<file path="src/hw/rtl/mfcp_pkg.sv">
// types, codes and constants shared by the marker framed command parser
package mfcp_pkg;

   localparam int unsigned BYTE_W   = 8;
   localparam int unsigned MS_W     = 32;
   localparam int unsigned COUNT_W  = 32;
   localparam int unsigned CSR_IDX_W = 1;
   localparam int unsigned CSR_DATA_W = 32;

   localparam logic [BYTE_W-1:0] MARKER_RESET  = 8'hFF;
   localparam logic [MS_W-1:0]   TIMEOUT_RESET = 32'd100;

   localparam logic [1:0] FUNC_BYTE  = 2'd0;
   localparam logic [1:0] FUNC_CHECK = 2'd1;
   localparam logic [1:0] FUNC_CLEAR = 2'd2;

   localparam logic [1:0] EV_NONE        = 2'd0;
   localparam logic [1:0] EV_FRAME       = 2'd1;
   localparam logic [1:0] EV_BAD_TRAILER = 2'd2;
   localparam logic [1:0] EV_TIMEOUT     = 2'd3;

   localparam logic [CSR_IDX_W-1:0] CSR_FRAME_MARKER  = 1'd0;
   localparam logic [CSR_IDX_W-1:0] CSR_TIMEOUT_LIMIT = 1'd1;

   typedef struct packed {
      logic [1:0]        func;
      logic [BYTE_W-1:0] rx_byte;
      logic [MS_W-1:0]   now_ms;
   } req_type;

   typedef struct packed {
      logic [1:0]         event_res;
      logic [BYTE_W-1:0]  frame_cmd;
      logic [BYTE_W-1:0]  frame_data;
      logic [COUNT_W-1:0] timeout_drops;
      logic [COUNT_W-1:0] error_drops;
   } rsp_type;

   typedef struct packed {
      logic [BYTE_W-1:0] frame_marker;
      logic [MS_W-1:0]   timeout_limit_ms;
   } cfg_type;

endpackage

</file>
<file path="src/hw/rtl/mfcp_csr.sv">
// configuration registers: frame marker and timeout limit
module mfcp_csr
   import mfcp_pkg::*;
(
   input  logic                  clock,
   input  logic                  reset,
   input  logic                  csr_valid,
   output logic                  csr_ready,
   input  logic [CSR_IDX_W-1:0]  csr_index,
   input  logic [CSR_DATA_W-1:0] csr_wdata,
   output cfg_type               cfg
);

   logic [BYTE_W-1:0] marker_ff, marker_in;
   logic [MS_W-1:0]   limit_ff, limit_in;

   assign csr_ready = 1'b1;

   always_comb begin
      marker_in = marker_ff;
      limit_in  = limit_ff;
      if (csr_valid) begin
         unique case (csr_index)
            CSR_FRAME_MARKER:  marker_in = csr_wdata[BYTE_W-1:0];
            CSR_TIMEOUT_LIMIT: limit_in  = csr_wdata[MS_W-1:0];
            default: ;
         endcase
      end
   end

   always_ff @(posedge clock) begin
      if (reset) begin
         marker_ff <= MARKER_RESET;
         limit_ff  <= TIMEOUT_RESET;
      end else begin
         marker_ff <= marker_in;
         limit_ff  <= limit_in;
      end
   end

   assign cfg.frame_marker     = marker_ff;
   assign cfg.timeout_limit_ms = limit_ff;

endmodule

</file>
<file path="src/hw/rtl/mfcp_parser.sv">
// frame parser state and single-pass result logic
module mfcp_parser
   import mfcp_pkg::*;
(
   input  logic    clock,
   input  logic    reset,
   input  logic    step,
   input  req_type item,
   input  cfg_type cfg,
   output rsp_type result
);

   localparam logic [1:0] PH_IDLE = 2'd0;
   localparam logic [1:0] PH_MARK = 2'd1;
   localparam logic [1:0] PH_CMD  = 2'd2;
   localparam logic [1:0] PH_DATA = 2'd3;

   logic [1:0]         phase_ff, phase_in;
   logic [BYTE_W-1:0]  cmd_ff, cmd_in;
   logic [BYTE_W-1:0]  data_ff, data_in;
   logic [MS_W-1:0]    start_ff, start_in;
   logic [COUNT_W-1:0] tmo_ff, tmo_in;
   logic [COUNT_W-1:0] err_ff, err_in;
   logic               is_mark;
   logic [MS_W-1:0]    elapsed;
   logic [1:0]         ev;
   logic [BYTE_W-1:0]  out_cmd, out_data;

   assign is_mark = (item.rx_byte == cfg.frame_marker);
   assign elapsed = item.now_ms - start_ff;

   always_comb begin
      phase_in = phase_ff;
      cmd_in   = cmd_ff;
      data_in  = data_ff;
      start_in = start_ff;
      tmo_in   = tmo_ff;
      err_in   = err_ff;
      ev       = EV_NONE;
      out_cmd  = '0;
      out_data = '0;
      unique case (item.func)
         FUNC_BYTE: begin
            unique case (phase_ff)
               PH_IDLE: begin
                  if (is_mark) begin
                     phase_in = PH_MARK;
                     start_in = item.now_ms;
                  end
               end
               PH_MARK: begin
                  if (is_mark) begin
                     start_in = item.now_ms;
                  end else begin
                     cmd_in   = item.rx_byte;
                     phase_in = PH_CMD;
                  end
               end
               PH_CMD: begin
                  if (is_mark) begin
                     phase_in = PH_MARK;
                     start_in = item.now_ms;
                  end else begin
                     data_in  = item.rx_byte;
                     phase_in = PH_DATA;
                  end
               end
               default: begin
                  if (is_mark) begin
                     ev       = EV_FRAME;
                     out_cmd  = cmd_ff;
                     out_data = data_ff;
                  end else begin
                     ev     = EV_BAD_TRAILER;
                     err_in = err_ff + 1'b1;
                  end
                  phase_in = PH_IDLE;
               end
            endcase
         end
         FUNC_CHECK: begin
            if (phase_ff != PH_IDLE && elapsed >= cfg.timeout_limit_ms) begin
               phase_in = PH_IDLE;
               cmd_in   = '0;
               data_in  = '0;
               tmo_in   = tmo_ff + 1'b1;
               ev       = EV_TIMEOUT;
            end
         end
         FUNC_CLEAR: begin
            phase_in = PH_IDLE;
            cmd_in   = '0;
            data_in  = '0;
            start_in = '0;
            tmo_in   = '0;
            err_in   = '0;
         end
         default: ;
      endcase
   end

   always_ff @(posedge clock) begin
      if (reset) begin
         phase_ff <= PH_IDLE;
         cmd_ff   <= '0;
         data_ff  <= '0;
         start_ff <= '0;
         tmo_ff   <= '0;
         err_ff   <= '0;
      end else if (step) begin
         phase_ff <= phase_in;
         cmd_ff   <= cmd_in;
         data_ff  <= data_in;
         start_ff <= start_in;
         tmo_ff   <= tmo_in;
         err_ff   <= err_in;
      end
   end

   assign result.event_res     = ev;
   assign result.frame_cmd     = out_cmd;
   assign result.frame_data    = out_data;
   assign result.timeout_drops = tmo_in;
   assign result.error_drops   = err_in;

endmodule

</file>
<file path="src/hw/rtl/marker_framed_command_parser_top.sv">
// marker framed command parser top level: input register, parser, result register
//
// Parses MARKER CMD DATA MARKER frames one byte per transfer, with timeout
// checks and a parser/statistics reset on the same channel. Each request
// transfer yields exactly one response transfer carrying the frame event and
// both drop counters as they stand after that request. The block takes one
// request per cycle unless stalled by rsp_stall; a request is held in the input
// register, passes once through the parser compare-and-update logic and is
// then written into the response register, from which its response is
// offered. req_stall follows rsp_stall only when both registers hold data.
// Configuration writes are always ready and should be issued while no
// request is in flight.
module marker_framed_command_parser_top
   import mfcp_pkg::*;
(
   input  logic                  clock,
   input  logic                  reset,
   input  logic                  req_valid,
   output logic                  req_stall,
   input  req_type               req_data,
   output logic                  rsp_valid,
   input  logic                  rsp_stall,
   output rsp_type               rsp_data,
   input  logic                  csr_valid,
   output logic                  csr_ready,
   input  logic [CSR_IDX_W-1:0]  csr_index,
   input  logic [CSR_DATA_W-1:0] csr_wdata
);

   cfg_type cfg;
   rsp_type result;
   req_type item_ff;
   logic    item_valid_ff;
   rsp_type rsp_ff;
   logic    rsp_valid_ff;
   logic    advance;
   logic    load;

   assign advance   = !rsp_valid_ff || !rsp_stall;
   assign req_stall = item_valid_ff && !advance;
   assign load      = req_valid && !req_stall;

   mfcp_csr u_csr (
      .clock     (clock),
      .reset     (reset),
      .csr_valid (csr_valid),
      .csr_ready (csr_ready),
      .csr_index (csr_index),
      .csr_wdata (csr_wdata),
      .cfg       (cfg)
   );

   mfcp_parser u_parser (
      .clock  (clock),
      .reset  (reset),
      .step   (item_valid_ff && advance),
      .item   (item_ff),
      .cfg    (cfg),
      .result (result)
   );

   always_ff @(posedge clock) begin
      if (reset) begin
         item_valid_ff <= 1'b0;
         rsp_valid_ff  <= 1'b0;
      end else begin
         if (!item_valid_ff || advance) begin
            item_valid_ff <= load;
         end
         if (advance) begin
            rsp_valid_ff <= item_valid_ff;
         end
      end
   end

   always_ff @(posedge clock) begin
      if (load) begin
         item_ff <= req_data;
      end
      if (advance && item_valid_ff) begin
         rsp_ff <= result;
      end
   end

   assign rsp_valid = rsp_valid_ff;
   assign rsp_data  = rsp_ff;

endmodule
</file>
<file path="config.mk">
export PLATFORM = sky130hd
export DESIGN_NAME = marker_framed_command_parser_top
export DESIGN_NICKNAME = d
export VERILOG_FILES = /design/src/hw/rtl/mfcp_pkg.sv /design/src/hw/rtl/mfcp_csr.sv /design/src/hw/rtl/mfcp_parser.sv /design/src/hw/rtl/marker_framed_command_parser_top.sv
export SDC_FILE = /design/constraint.sdc
export NUM_CORES = 1
export LEC_CHECK = 0
export BUFFER_PORTS_ARGS = -buffer_cell sky130_fd_sc_hd__buf_2
export CAP_MARGIN = 20
export CORE_ASPECT_RATIO = 1.2
export CORE_UTILIZATION = 55
export CTS_CLUSTER_DIAMETER = 50
export DETAILED_ROUTE_END_ITERATION = 16
export MAX_ROUTING_LAYER = met4
export PLACE_DENSITY = 0.8
export SLEW_MARGIN = 20
export SYNTH_ARGS = -nofsm -noshare
export SYNTH_HDL_FRONTEND = slang
export SYNTH_SLANG_ARGS = --single-unit
</file>
<file path="constraint.sdc">
create_clock -name clock -period 8.9 [get_ports clock]
set_input_delay 0.445 -clock clock [delete_from_list [all_inputs] [get_ports clock]]
set_output_delay 0.445 -clock clock [all_outputs]
set_load 0.01 [all_outputs]
</file>
==> run metrics <==
cell family with most CP delay=compound AO/OA/AOI/OAI gates; crit path kind=reg -> reg; DRT Pass-1 Iters=5; post-route ant nets=0; vias in the first global route=10989; Post-CTS Hold Buffers=0; antenna violations before repair=1; setup_tns=0 ns; post-CTS resize count=0; die width=150 µm; design area=16300 µm²; CTS root buf=clkbuf_16; Mapped Cells=1577; register area=6850 µm²; vias post-DR=11598; Mapped Area=14400 µm²; DP HPWL=22300 µm; Max IR drop VDD=0.203 mV; Final Hold Viols=0; final wirelength=32200 µm; skew final=0.0230 ns; worst hold slack=0.0632 ns; achievable frequency=180 MHz; Post-synth EDFFs=124; final cell count without fillers=2051; Max clock buf depth=3; GR Overflow Total=0; core area=25600 µm²; first-pass GRT wire length=51900 µm; Lkg Pwr=6.10 nW; critical-path cell list=inv_1 > ha_1 > inv_1 > fa_1 > a211oi_1 > o21ai_0 > o211ai_1 > nand3_1 > o31ai_1 > o21a_1 > nor4b_1 > a311o_1 > ha_1 > nand4_1 > nor4_1 > o311a_1 > o211ai_1 > nor2_1 > a31oi_1 > a31oi_1; RSZ-0062 raised after global routing=false; distinct cell type count after synthesis=74; worst path bufs/invs=2; # fillers=2105; postcts setup bufs=0; clk sinks=280; # IOs=165; Cell Area, Placed=15400 µm²; dpl cells=1996; max_cap viols=0; worst slew pin tran=1.06 ns; Initial Utilization=56.3%; post-synthesis sequential area ratio=47.4%; Main synth FF type=dfxtp_1; vias per std cell=5.65; largest net degree at the start of global routing=107; CP Launch Type=register; Synth Warn #=0; routability cong.=0.898; final worst-path cycle share=62.3%; Final Slew Violations=0; Max-slew headroom=29.3%; final setup fails=0; port bufs=163; Clock Pin Slew Worst Setup and Hold Paths=0.06 ns; max incr delay on CP=0.65 ns; Worst EP arrival=5.95 ns; Seq cells post-synth=280; Syn-to-layout area delta=13.1%; CP Capture Type=register; drt initial violations=740; area of the multi-input gates=6960 µm²; asr flop ratio synth=0%; DRC=0; Tmin final=5.55 ns; HP Class=in -> reg; total track usage=24.3%; Mapped Nets=1727; Pwr per Cell Area=176 nW/µm²; share of cells above drive strength 1=14.5%; die area=26900 µm²; status=completed; WL/cell=15.7 µm; crit path max-delay cell type=nor2_1; Core Rows=64; Power, Total=2.87 mW; Req. time, crit path=9.30 ns; crit-path max FO=12; CTS Buf Count=29; htree depth=1; CTS tree=built; Post-layout nets=1847; chip height=179 µm; Worst-Skew Late Latency=0.55 ns; Post-Syn Area per Cell=9.15 µm²
## cell type report
class                           instances  area share (%)
Antenna cell                            1          0.0153
Clock buffer                           46            5.08
Clock inverter                          8           0.307
Inverter                               83            1.92
Multi-Input combinational cell       1129            42.7
Sequential cell                       280            41.9
Tap cell                              330            2.53
Timing Repair Buffer                  174            5.54
## power breakdown
group / leakage (nW) / switching [mW] / internal (mW)
Sequential: 2.43 / 0.0253 / 1.39
Combinational: 3.24 / 0.201 / 0.128
Clock: 0.431 / 0.484 / 0.639
## cell usage after synthesis, drive strengths merged (7+ instances only)
| cell | instances | area share [%] |
|---|---|---|
| nand2 | 206 | 5.4 |
| nor4 | 18 | 0.99 |
| o21a | 8 | 0.42 |
| edfxtp | 124 | 26 |
| a211oi | 8 | 0.42 |
| a211o | 11 | 0.67 |
| ha | 69 | 6.0 |
| nor2 | 153 | 4.0 |
| xnor2 | 61 | 3.7 |
| or2 | 9 | 0.39 |
| or3 | 14 | 0.64 |
| o21ai | 71 | 2.5 |
| nand3 | 38 | 1.4 |
| dfxtp | 156 | 22 |
| buf | 15 | 0.49 |
| mux2i | 32 | 2.2 |
| a21oi | 135 | 4.7 |
| clkbuf | 70 | 1.8 |
| nand3b | 37 | 1.9 |
| a21o | 22 | 1.1 |
| nand2b | 7 | 0.30 |
| a311oi | 7 | 0.42 |
| xor2 | 13 | 0.79 |
| and3 | 29 | 1.3 |
| and2 | 10 | 0.43 |
| a31oi | 8 | 0.35 |
| nor2b | 27 | 1.2 |
| nor3 | 47 | 1.7 |
| inv | 83 | 2.2 |
| nand4 | 21 | 0.95 |
## per-layer routing
layer  vias to the layer above  GRT usage (%)  part of all wire (%)
met1                      5379           29.1                    42
met3                        66           2.99                   5.6
li1                       5792              -                     -
met4                         0           8.81                   3.1
met5                         -              -                     0
met2                       361           41.6                    49
## registers in the layout, indices dropped and copies added (netlist names)
signal	count
u_csr.limit_ff	32
u_parser.cmd_ff	8
item_valid_ff	1
u_parser.tmo_ff	32
u_parser.err_ff	32
rsp_data	82
item_ff	42
u_parser.phase_ff	2
u_parser.start_ff	32
rsp_valid	1
u_csr.marker_ff	8
u_parser.data_ff	8
## worst reg2reg max path, delay by kind of cell, from the launching register on
family,cells,cell delay [ns]
compound gates,10,2.64
simple gates,5,1.38
fa+ha+maj,3,0.89
flops,1,0.36
buf+inv,2,0.15
## cell families (layout without fill, tap and decap cells)
logic type,Yosys count,after routing,share of synthesized area [%]
other,1,2,0.0260
xor gates and xnor gates,74,74,4.49
AOI/OAI and AO/OA,308,308,12.9
muxes,37,37,2.61
adders and majority gates,70,70,6.12
buffers and inverters,168,311,4.48
DFF,280,280,47.4
and+or+nand+nor,639,639,21.9
## worst paths after layout
| kind | cells past startpoint | to | start | slack (ns) |
|---|---|---|---|---|
| worst max-delay path | 20 | rsp_data[44]$_DFFE_PP_ | item_ff[0]$_DFFE_PP_ | 3.35 |
| worst max register to register | 20 | rsp_data[44]$_DFFE_PP_ | item_ff[0]$_DFFE_PP_ | 3.35 |
| worst min-delay path | 1 | item_ff[25]$_DFFE_PP_ | req_data[25] | 0.06 |
| worst min register to register | 2 | u_parser.start_ff[4]$_SDFFE_PP0P_ | u_parser.start_ff[4]$_SDFFE_PP0P_ | 0.45 |
## metrics by stage
step / worst slack, ns / util, %
after floorplan: 4.14 / -
after global routing: 3.00 / 63.7
after global placement: 3.59 / 60.2
after CTS: 3.42 / 63.7
after detailed placement: 3.47 / 60.2
final: 3.35 / 63.7
## cells in the final DEF, fill, tap and decap left out, types with 9 or more instances in the layout
cell,instances
o21ai_0,67
or3_1,13
buf_2,162
a211o_1,11
ha_1,69
edfxtp_1,124
nand4_1,20
xor2_1,13
nor2b_1,25
buf_4,11
nand3b_1,37
nand2_1,205
clkbuf_16,29
and3_1,29
nand3_1,37
inv_1,82
a21oi_1,135
and2_1,10
xnor2_1,61
or2_2,9
nor4_1,16
a21o_1,22
dfxtp_1,156
clkbuf_1,13
nor2_1,151
nor3_1,46
mux2i_1,32
(Power assumes the default switching activity.)
